File: config.mk
export PLATFORM = sky130hd
export DESIGN_NAME = rgbcc_front
export DESIGN_NICKNAME = d
export VERILOG_FILES = /design/src/rgbcc_pkg.sv /design/src/rgbcc_front.sv
export SDC_FILE = /design/constraint.sdc
export NUM_CORES = 1
export LEC_CHECK = 0
export BUFFER_PORTS_ARGS = -buffer_cell sky130_fd_sc_hd__buf_2
export CELL_PAD_IN_SITES_DETAIL_PLACEMENT = 1
export CELL_PAD_IN_SITES_GLOBAL_PLACEMENT = 1
export CORE_UTILIZATION = 30
export CTS_BUF_LIST = sky130_fd_sc_hd__clkbuf_4 sky130_fd_sc_hd__clkbuf_8 sky130_fd_sc_hd__clkbuf_16
export DETAILED_ROUTE_END_ITERATION = 7
export PLACE_DENSITY_LB_ADDON = 0.3
export SLEW_MARGIN = 25
export SYNTH_ARGS = -nofsm -noshare
export SYNTH_HDL_FRONTEND = slang
export SYNTH_SLANG_ARGS = --single-unit
File: constraint.sdc
create_clock -name clk -period 2.2 [get_ports clk]
set_input_delay 0.22 -clock clk [delete_from_list [all_inputs] [get_ports clk]]
set_output_delay 0.22 -clock clk [all_outputs]
set_load 0.01 [all_outputs]
File: src/rgbcc_pkg.sv
`default_nettype none

package rgbcc_pkg;

    localparam int TABLE_DEPTH = 256;
    localparam int CELL_BITS   = 16;
    localparam int ADDR_W      = $clog2(TABLE_DEPTH);
    localparam int NUM_CH      = 3;
    localparam int LEVEL_W     = 8;
    localparam int BYTE_W      = 8;
    localparam int CAT_W       = 24;
    localparam int CFG_IDX_W   = 3;
    localparam int CFG_DATA_W  = 24;
    localparam int MQ_DEPTH    = 4;
    localparam int MQ_PTR_W    = $clog2(MQ_DEPTH);
    localparam int OQ_DEPTH    = 2;
    localparam int OQ_PTR_W    = $clog2(OQ_DEPTH);

    localparam logic [NUM_CH*LEVEL_W-1:0] LEVELS_RESET  = 24'h060606;
    localparam logic [NUM_CH-1:0]         ENABLES_RESET = 3'b111;
    localparam int                        CH_MAX_RESET  = 255;

    typedef logic [CELL_BITS-1:0] cell_t;
    typedef logic [ADDR_W-1:0]    addr_t;
    typedef logic [BYTE_W-1:0]    byte_t;
    typedef logic [LEVEL_W-1:0]   level_t;

    typedef enum logic [CFG_IDX_W-1:0] {
        CFG_RED_MIN    = 3'd0,
        CFG_RED_MAX    = 3'd1,
        CFG_GREEN_MIN  = 3'd2,
        CFG_GREEN_MAX  = 3'd3,
        CFG_BLUE_MIN   = 3'd4,
        CFG_BLUE_MAX   = 3'd5,
        CFG_LEVELS     = 3'd6,
        CFG_ENABLES    = 3'd7
    } cfg_idx_t;

    typedef enum logic {
        CMD_PIXEL = 1'b0,
        CMD_LOAD  = 1'b1
    } cmd_t;

    typedef enum logic [1:0] {
        SEL_RED   = 2'd0,
        SEL_GREEN = 2'd1,
        SEL_BLUE  = 2'd2
    } sel_t;

    typedef struct packed {
        cell_t  [NUM_CH-1:0] ch_min;
        cell_t  [NUM_CH-1:0] ch_max;
        level_t [NUM_CH-1:0] levels;
        logic   [NUM_CH-1:0] enables;
    } cfg_t;

    // one classified item: a table write or a pixel with per-channel lookups
    typedef struct packed {
        logic                is_load;
        byte_t               ld_byte;
        logic  [NUM_CH-1:0]  hit;
        addr_t [NUM_CH-1:0]  addr;
    } mq_entry_t;

    typedef struct packed {
        logic      valid;
        mq_entry_t entry;
    } mq_head_t;

endpackage

`default_nettype wire

File: src/rgbcc_front.sv
`default_nettype none

module rgbcc_front (
    input  wire logic                              clk,
    input  wire logic                              rst_n,
    input  wire logic                              push,
    output      logic                              full,
    input  wire logic                              command,
    input  wire logic [1:0]                        table_select,
    input  wire logic [7:0]                        table_index,
    input  wire logic [7:0]                        table_byte,
    input  wire logic signed [rgbcc_pkg::CELL_BITS-1:0] red_value,
    input  wire logic signed [rgbcc_pkg::CELL_BITS-1:0] green_value,
    input  wire logic signed [rgbcc_pkg::CELL_BITS-1:0] blue_value,
    input  wire rgbcc_pkg::cfg_t                   cfg,
    output      rgbcc_pkg::mq_head_t               head,
    input  wire logic                              mq_pop
);

    import rgbcc_pkg::*;

    cell_t     vals [NUM_CH];
    cell_t     off_u;
    mq_entry_t entry_next;

    mq_entry_t             mq_reg [MQ_DEPTH];
    logic [MQ_PTR_W-1:0]   wr_ptr_reg;
    logic [MQ_PTR_W-1:0]   rd_ptr_reg;
    logic [MQ_PTR_W:0]     count_reg;
    logic [MQ_PTR_W:0]     count_next;
    logic                  do_push;
    logic                  do_pop;

    assign vals[0] = red_value;
    assign vals[1] = green_value;
    assign vals[2] = blue_value;

    always_comb
    begin
        entry_next         = '0;
        off_u              = '0;
        entry_next.ld_byte = table_byte;
        if (cmd_t'(command) == CMD_LOAD)
        begin
            entry_next.is_load = 1'b1;
            for (int i = 0; i < NUM_CH; i++)
            begin
                entry_next.addr[i] = ADDR_W'(table_index);
            end
            if (int'(table_index) < TABLE_DEPTH)
            begin
                unique case (table_select)
                    SEL_RED:   entry_next.hit = 3'b001;
                    SEL_GREEN: entry_next.hit = 3'b010;
                    SEL_BLUE:  entry_next.hit = 3'b100;
                    default:   entry_next.hit = 3'b000;
                endcase
            end
        end
        else
        begin
            for (int i = 0; i < NUM_CH; i++)
            begin
                off_u              = vals[i] - cfg.ch_min[i];
                entry_next.addr[i] = ADDR_W'(off_u);
                entry_next.hit[i]  = cfg.enables[i]
                                     && ($signed(vals[i]) >= $signed(cfg.ch_min[i]))
                                     && ($signed(vals[i]) <= $signed(cfg.ch_max[i]))
                                     && (int'(off_u) < TABLE_DEPTH);
            end
        end
    end

    // item queue toward the back end
    assign full       = (count_reg == (MQ_PTR_W+1)'(MQ_DEPTH));
    assign do_push    = push && !full;
    assign do_pop     = mq_pop && head.valid;
    assign count_next = count_reg + (MQ_PTR_W+1)'(do_push) - (MQ_PTR_W+1)'(do_pop);

    assign head.valid = (count_reg != '0);
    assign head.entry = mq_reg[rd_ptr_reg];

    always_ff @(posedge clk or negedge rst_n)
    begin
        if (!rst_n)
        begin
            wr_ptr_reg <= '0;
            rd_ptr_reg <= '0;
            count_reg  <= '0;
        end
        else
        begin
            if (do_push)
            begin
                wr_ptr_reg <= wr_ptr_reg + 1'b1;
            end
            if (do_pop)
            begin
                rd_ptr_reg <= rd_ptr_reg + 1'b1;
            end
            count_reg <= count_next;
        end
    end

    always_ff @(posedge clk)
    begin
        if (do_push)
        begin
            mq_reg[wr_ptr_reg] <= entry_next;
        end
    end

endmodule

`default_nettype wire

==> results.json, run 1 <==
{
  "status": "finished with violations",
  "violations": "negative setup slack",
  "drc": 0,
  "rows": 64,
  "cts_max_path_buffers": 2,
  "async_flop_share_pct": 4.64,
  "ys_ff_latch": 151,
  "grt_pass1_wl_mm": 43.1,
  "rsz0062_at_grt": "true",
  "hp-class": "in -> reg",
  "area_delta_synth_final_pct": 42.3,
  "switching_power_uw": 3770,
  "highest-signal-layer": "met5",
  "critPathSlowestCell": "a221o_1",
  "slowest_delay_ns": 0.38,
  "drive_gt1_share_pct": 43.8,
  "skew_ns": 0.00812,
  "die_w_um": 180,
  "ys_warn_count": 0,
  "synthMuxAreaShare_pct": 8.84,
  "worst_skew_pair.late_latency_ns": 0.43,
  "period_minus_slack_ns": 2.29,
  "path_clk_slew_ns": 0.06,
  "dpl.hpwl_mm": 21.7,
  "num_vias": 7575,
  "max-slew-margin-rel_pct": 55.7,
  "port-buffer-count": 207,
  "wl_met3_mm": 1.07,
  "cp.required_ns": 2.47,
  "holdWs_ns": 0.0216,
  "globalRouteOverflowTotal": 0,
  "syn_inst": 793,
  "synth_common_cells": "edfxtp_1, inv_1, ha_1, o21ai_0, nand2_1",
  "leakagePower_uw": 0.00600,
  "coreArea_um2": 30900,
  "cts_made_buffers": 17,
  "netlist.area_leader.share_pct": 45.5,
  "nFillCells": 3401,
  "fmax_ghz": 0.437,
  "synth-main-ff-cell": "edfxtp_1",
  "vias_per_cell": 4.77,
  "fin_nets": 1476,
  "drt_first_pass_iters": 4,
  "fin_ws_ns": -0.0908,
  "cp.arrival_ns": 2.56,
  "synth_top_family_by_area": "adder cells",
  "drt_iter0_drc": 308,
  "ys_top_cells_by_area": "edfxtp_1, ha_1, mux4_2",
  "slew_viol_final": 0,
  "synth-simple-area-share_pct": 8.87,
  "synth_xor_area_share_pct": 2.30,
  "netlist_area_um2": 9510,
  "largest_register_ffs": 144,
  "swShare_pct": 31.2,
  "synth_edf_count": 144,
  "start_util_pct": 30.8,
  "io_pins": 232,
  "cp-end-kind": "register",
  "cp_num_buf_inv": 1,
  "synth_nets": 1093,
  "detail_route.wl_per_cell_um": 17.1,
  "setup_viol": 4,
  "wl_mm": 27.1,
  "final_hold_viol_count": 0,
  "yosysSeqAreaShare_pct": 47.3,
  "synth_compound_area_share_pct": 12.9,
  "p_comb_share_pct": 39.0,
  "grt_pass1_vias": 8284,
  "antenna_found_initial": 4,
  "cp_top_family": "compound AO/OA/AOI/OAI gates",
  "start_kind": "input port",
  "grtUsageTotal_pct": 17.0,
  "synth.avg_cell_area_um2": 12.0,
  "power_frac_seq_pct": 33.6,
  "die_h_um": 180,
  "grt_max_degree": 29,
  "ir_worst_vdd_mv": 0.713,
  "ant_nets": 0,
  "dieArea_um2": 32400,
  "htree_levels": 4,
  "cts_tree": "done",
  "place_congestion": 0.791,
  "synth.distinct_cells": 72,
  "cp_max_fo": 4,
  "wl_met2_mm": 13.7,
  "critPathKind": "in -> reg",
  "clockPowerShare_pct": 27.3,
  "cts_root_buf": "clkbuf_16",
  "period_share_pct": 104,
  "yosysMostFrequentCell": "edfxtp_1",
  "wl_met1_mm": 12.1,
  "path_cells": "buf_8 -> ha_4 -> nor2b_4 -> o31a_1 -> o41a_1 -> a221o_1 -> a221oi_2 -> o211ai_1 -> a2111oi_2 -> a22o_1",
  "pwr_density_cell_nw_per_um2": 893,
  "fin_util_pct": 43.8,
  "p_int_uw": 8320,
  "synth_top_cell_by_area": "edfxtp_1",
  "synth_adder_area_share_pct": 14.3,
  "worst_pin_slew_ns": 0.647,
  "max_cap_violations": 0,
  "cts.sinks": 151
}
-- area by class of cell --
class,instances,area [um^2],share of cell area [%]
Clock buffer,17,425,3.14
Tap cell,396,495,3.66
Timing Repair Buffer,382,2530,18.7
Antenna cell,2,5.00,0.0370
Multi-Input combinational cell,512,4880,36.1
Sequential cell,151,4500,33.3
Clock inverter,15,250,1.85
Inverter,112,440,3.26
-- cell usage in the layout (no fill, tap or decap), types with 5 or more instances in the layout --
cell type,instances
a211oi_1,6
a21o_1,18
a21oi_1,34
and2_2,5
buf_12,10
buf_2,201
buf_4,160
buf_6,5
bufinv_16,6
clkbuf_16,17
dfrtp_1,5
edfxtp_1,144
ha_1,88
ha_4,13
inv_1,101
inv_2,7
mux4_2,36
nand2_1,41
nand2b_1,13
nand3_1,7
nand4_1,15
nor2_1,28
nor2b_1,6
nor3_1,8
o211ai_1,5
o21a_1,10
o21ai_0,44
o21ai_1,5
o31ai_1,7
xnor2_1,14
xor2_1,10
-- cells by family after synthesis --
kind of cell             count (synthesis)
AND/OR/NAND/NOR                        158
adder cells (fa/ha/maj)                106
multiplexers                            39
buffers and inverters                  130
flip-flops                             151
AO/OA/AOI/OAI                          184
XOR/XNOR                                25
-- worst reg2reg max path, delay by kind of cell, from the launching register on --
family        cells  cell delay [ns]
xor+xnor          2             0.27
buf+inv           2             0.09
fa+ha+maj         3             0.73
flops             1             0.38
simple gates      2             0.55
-- through the flow --
stage	instances	total power (uW)	TNS, ns	setup slack, ns	instance area [um^2]
after floorplan	793	6610	-2.33	-0.333	9670
after CTS	1581	12100	-0.507	-0.0975	13300
after global routing	1586	12700	-1.24	-0.179	13500
after detailed placement	1540	8720	-9.41	-0.636	12500
after global placement	1540	8590	-8.00	-0.582	12500
final	1587	12100	-0.361	-0.0908	13500
-- final timing paths --
| path | start | endpoint | slack (ns) | depth (start not counted) |
|---|---|---|---|---|
| max | green_value[1] | mq_reg[2][25] | -0.09 | 10 |
| min | table_byte[2] | mq_reg[3][29] | 0.02 | 1 |
| max reg2reg | count_reg[2] | count_reg[2] | 0.07 | 9 |
| min reg2reg | count_reg[2] | count_reg[2] | 0.56 | 2 |
| max in group asynchronous | rst_n | rd_ptr_reg[0] | 1.86 | 2 |
| min in group asynchronous | rst_n | count_reg[1] | 0.16 | 2 |
-- power groups by stage --
stage | clock network [uW] | registers, uW | logic (uW)
finish | 3300 | 4070 | 4720
global route | 3460 | 4130 | 5160
floorplan | 0 | 4040 | 2570
CTS | 3370 | 4080 | 4660
detailed placement | 0 | 4130 | 4590
global placement | 0 | 4090 | 4500
-- layer usage --
layer  GRT usage, %  vias up
li1               -     3745
met1           21.0     3662
met2           30.6      143
met3           3.40       21
met4           3.79        4
met5              0        -
-- what timing repair did --
action	CTS	global route
endpoints found under the setup margin	15	17
hold buffers	4	0
buffers inserted	5	4
pin swaps	18	25
endpoints found under the hold margin	19	0
resized for setup	22	40
(Power assumes the default switching activity.)
==> run 2: changes to the inputs <==
Settings changed: SKIP_CTS_REPAIR_TIMING set to 1.
==> run 2 against run 1 <==
  * The run still ends with negative setup slack left
  * Combinational power decreased by 0.8%
  * Worst setup slack got worse by 0.11 ns
  * First-iteration DRC count grew 2.3%
  * Routed wire length is 0.40% lower
  * Via count is 0.22% lower
  * Total power down 0.30%
  * Count of clock-buffer cells in the layout is the same
  * Global-route usage fell by 0.15 points
  * Worst hold slack lost 0.00059 ns
  * Non-clock buffer count shrank 4
  * Fmax shrank 4.4%
  * Die area unchanged
==> results.json, run 2 (synthesis gave the netlist of run 1 again) <==
{
  "status": "finished with violations",
  "violations": "negative setup slack",
  "r2r-end": "count_reg[2]",
  "cts.sinks": 151,
  "cp.arrival_ns": 2.67,
  "fin_util_pct": 43.4,
  "die_h_um": 180,
  "coreArea_um2": 30900,
  "port-buffer-count": 207,
  "dieArea_um2": 32400,
  "htree_levels": 4,
  "drt_iter0_drc": 315,
  "pwr_density_cell_nw_per_um2": 899,
  "worst_pin_slew_ns": 0.647,
  "max_cap_violations": 0,
  "cts_made_buffers": 17,
  "leakagePower_uw": 0.00597,
  "period_share_pct": 109,
  "r2r_start": "count_reg[2]",
  "fin_ws_ns": -0.196,
  "num_vias": 7558,
  "dpl.hpwl_mm": 21.7,
  "ir_worst_vdd_mv": 0.714,
  "cts_root_buf": "clkbuf_16",
  "drc": 0,
  "fmax_ghz": 0.417,
  "rows": 64,
  "period_minus_slack_ns": 2.40,
  "grt_max_degree": 29,
  "r2r_cells": 9,
  "worst_skew_pair.late_latency_ns": 0.43,
  "start_kind": "input port",
  "grt_pass1_wl_mm": 42.7,
  "cts_tree": "done",
  "largest_register_ffs": 144,
  "r2r_setup_slack_ns": 0.06,
  "die_w_um": 180,
  "ant_nets": 0,
  "hp-class": "in -> reg",
  "final_cell_mix": "buf_2, buf_4, edfxtp_1",
  "slew_viol_final": 0,
  "grtUsageTotal_pct": 16.9,
  "layout.cells.non_filler": 1583,
  "final_common_cell": "buf_2",
  "io_pins": 232,
  "place_congestion": 0.791,
  "cts_max_path_buffers": 2,
  "critPathKind": "in -> reg",
  "area_delta_synth_final_pct": 41.1,
  "vias_per_cell": 4.77,
  "path_clk_slew_ns": 0.07,
  "hold-path-endpoint": "mq_reg[3][32]",
  "holdCritStartpoint": "table_byte[5]",
  "detail_route.wl_per_cell_um": 17.1,
  "globalRouteOverflowTotal": 0,
  "cp.required_ns": 2.47,
  "place_inst": 1540,
  "drt_first_pass_iters": 4,
  "cp_max_fo": 4,
  "skew_ns": 0.0103,
  "holdPathStages": 1,
  "final_hold_viol_count": 0,
  "drive_gt1_share_pct": 42.6,
  "setup_viol": 8,
  "wl_mm": 27.0,
  "rsz0062_at_grt": "true",
  "fin_nets": 1472,
  "cp-end-kind": "register",
  "max-slew-margin-rel_pct": 55.7,
  "start_util_pct": 30.8,
  "grt_pass1_vias": 8170,
  "antenna_found_initial": 4
}
-- run 2: cell count changes in the layout (fill, tap and decap cells not counted), sizes merged --
cell,before,now
buf,378,374
-- run 2: metal layers --
layer / vias up / global-route usage [%] / wire length [um]
li1: 3736 / - / -
met1: 3657 / 21.0 / 12000
met2: 141 / 30.1 / 13700
met3: 20 / 3.42 / 1130
met4: 4 / 3.62 / 207
met5: - / 0 / 23
-- run 2: worst max path at each step --
stage / start / end / slack [ns]
global placement: cfg[92] / mq_reg[1][25] / -0.58
detailed placement: cfg[92] / mq_reg[2][25] / -0.64
CTS: cfg[92] / mq_reg[3][25] / -0.19
floorplan: cfg[100] / mq_reg[0][25] / -0.33
finish: cfg[92] / mq_reg[2][25] / -0.20
global route: cfg[92] / mq_reg[3][25] / -0.28
-- run 2: cell type report --
class,instances,area [um^2]
inverter,112,438
fill,3418,17500
clock buffer,17,425
multi-input combinational,512,4810
sequential,151,4500
timing repair buffer,378,2480
tap,396,495
antenna,2,5.00
clock inverter,15,250
-- run 2: metrics by stage --
stage / worst slack (ns) / power (uW) / hold WS [ns] / TNS (ns) / cell area (um^2)
6_report: -0.196 / 12100 / 0.0210 / -0.914 / 13400
5_1_grt: -0.277 / 12700 / 0.00997 / -1.76 / 13400
4_1_cts: -0.192 / 12100 / -0.396 / -1.75 / 13100
3_5_place_dp: -0.636 / 8720 / 0.0723 / -9.41 / 12500
3_3_place_gp: -0.582 / 8590 / 0.0698 / -8.00 / 12500
2_1_floorplan: -0.333 / 6610 / -0.0756 / -2.33 / 9670
-- run 2: worst max-delay path, stage by stage --
cell and delay (ns):
buf_8 0.10, inv_4 0.04, ha_4 0.18, nor2b_4 0.12, o31a_1 0.25, o41a_1 0.38
a221o_1 0.37, buf_4 0.16, nor3_1 0.15, a211oi_1 0.09, a2111oi_2 0.36, a22o_1 0.24
-- run 2: report_power, final --
group          internal [uW]  leakage [uW]  total [uW]  switching, uW
Clock                   2130      0.000316        3310           1170
Sequential              3860       0.00141        4070            207
Combinational           2300       0.00424        4680           2380
Total                   8300       0.00597       12100           3760
==> run 3: changes to the inputs <==
Settings changed: MAX_ROUTING_LAYER set to met4.
==> run 3 against run 2 <==
  * The run still ends with negative setup slack left
  * Sequential cell count is the same
  * Cell count grew 0.13%
  * Core utilization is essentially flat
  * Count of clock-buffer cells in the layout unchanged
  * Sequential share of layout area hardly changed
  * Largest power group unchanged
==> results.json, run 3 (synthesis gave the netlist of run 1 again) <==
{
  "cts_root_buf": "clkbuf_16",
  "num_vias": 7550,
  "nFillCells": 3421,
  "r2r-end": "count_reg[2]",
  "period_minus_slack_ns": 2.39,
  "vias_per_cell": 4.76,
  "pwr_density_cell_nw_per_um2": 898,
  "setup-tns-final_ns": -0.909,
  "drive_gt1_share_pct": 42.6,
  "fin_area_um2": 13400,
  "cp_max_fo": 4,
  "holdPathStages": 1,
  "max-slew-margin-rel_pct": 55.7,
  "detail_route.wl_per_cell_um": 17.0,
  "fin_ws_ns": -0.195,
  "place_inst": 1540,
  "fin_total_pwr_uw": 12000,
  "fin_nets": 1472,
  "post-place-ws_ns": -0.636,
  "status": "finished with violations",
  "drc": 0,
  "worst_pin_slew_ns": 0.647,
  "io_pins": 232,
  "cts_made_buffers": 17,
  "slowest_delay_ns": 0.38,
  "ir_worst_vdd_mv": 0.711,
  "cts.sinks": 151,
  "cts_tree": "done",
  "leakagePower_uw": 0.00597,
  "violations": "negative setup slack",
  "port-buffer-count": 207,
  "start_kind": "input port",
  "cts_max_path_buffers": 2,
  "fmax_ghz": 0.418,
  "antenna_found_initial": 4,
  "coreArea_um2": 30900,
  "start_util_pct": 30.8,
  "final_hold_viol_count": 0,
  "r2r_setup_slack_ns": 0.06,
  "largest_register_ffs": 144,
  "grt_max_degree": 29,
  "worst_skew_pair.late_latency_ns": 0.43,
  "dieArea_um2": 32400,
  "slew_viol_final": 0,
  "path_cells": "buf_8 -> inv_4 -> ha_4 -> nor2b_4 -> o31a_1 -> o41a_1 -> a221o_1 -> buf_4 -> nor3_1 -> a211oi_1 -> a2111oi_2 -> a22o_1",
  "placed_area_um2": 12500,
  "hold-path-endpoint": "mq_reg[3][29]",
  "grtUsageTotal_pct": 17.4,
  "die_h_um": 180,
  "period_share_pct": 109,
  "final_common_cell": "buf_2",
  "htree_levels": 4,
  "die_w_um": 180,
  "critPathKind": "in -> reg",
  "cp-end-kind": "register",
  "dpl.hpwl_mm": 21.7,
  "max_cap_violations": 0,
  "cp_top_family": "compound AO/OA/AOI/OAI gates",
  "cp.arrival_ns": 2.67,
  "drt_first_pass_iters": 4,
  "r2r_cells": 9,
  "wl_mm": 27.0,
  "path_clk_slew_ns": 0.06,
  "final_cell_mix": "buf_2, buf_4, edfxtp_1",
  "setup_viol": 8,
  "skew_ns": 0.0105,
  "cp_num_buf_inv": 3,
  "layout.cells.non_filler": 1585,
  "grt_pass1_wl_mm": 42.7,
  "grt_pass1_vias": 8170,
  "critPathSlowestCell": "o41a_1",
  "holdCritStartpoint": "table_byte[2]",
  "cp.required_ns": 2.47,
  "hp-class": "in -> reg",
  "globalRouteOverflowTotal": 0,
  "ant_nets": 0,
  "area_delta_synth_final_pct": 41.1,
  "drt_iter0_drc": 280,
  "place_congestion": 0.803,
  "rows": 64,
  "r2r_start": "count_reg[2]",
  "rsz0062_at_grt": "true"
}
run 3: changes by cell type in the layout (fill, tap and decap cells not counted):
cell | before | now
diode_2 | 2 | 4
run 3: power by group:
part	total, uW	switching [uW]	leakage (uW)	internal (uW)
Combinational	4680	2370	0.00424	2300
Sequential	4070	206	0.00141	3860
Clock	3300	1170	0.000316	2130
run 3: per-stage QoR:
step | hold slack [ns] | util (%)
floorplan | -0.0756 | -
global placement | 0.0698 | 40.3
detailed placement | 0.0723 | 40.3
CTS | -0.396 | 42.5
global route | 0.00994 | 43.4
finish | 0.0200 | 43.4
run 3: layout make-up:
cell class | instances | area [um^2] | area share (%)
clock buffers | 17 | 425 | 3.17
inverters | 112 | 438 | 3.26
well taps | 396 | 495 | 3.69
diodes | 4 | 10.0 | 0.0746
multi-input cells | 512 | 4810 | 35.9
clock inverters | 15 | 250 | 1.87
flip-flops and latches | 151 | 4500 | 33.6
repair buffers | 378 | 2480 | 18.5
run 3: how the worst max path moves through the flow:
| stage | from | to | cells after the start |
|---|---|---|---|
| finish | cfg[92] | mq_reg[2][25] | 12 |
| CTS | cfg[92] | mq_reg[3][25] | 11 |
| global placement | cfg[92] | mq_reg[1][25] | 11 |
| detailed placement | cfg[92] | mq_reg[2][25] | 11 |
| global route | cfg[92] | mq_reg[3][25] | 12 |
| floorplan | cfg[100] | mq_reg[0][25] | 11 |
run 3: layer usage:
| layer | up-vias | GRT usage (%) | wire, um | part of all wire, % |
|---|---|---|---|---|
| met4 | 0 | 3.62 | 128 | 0.47 |
| li1 | 3743 | - | - | - |
| met1 | 3647 | 21.2 | 12000 | 44 |
| met5 | - | - | 0 | 0 |
| met3 | 14 | 3.19 | 1120 | 4.1 |
| met2 | 146 | 30.1 | 13800 | 51 |
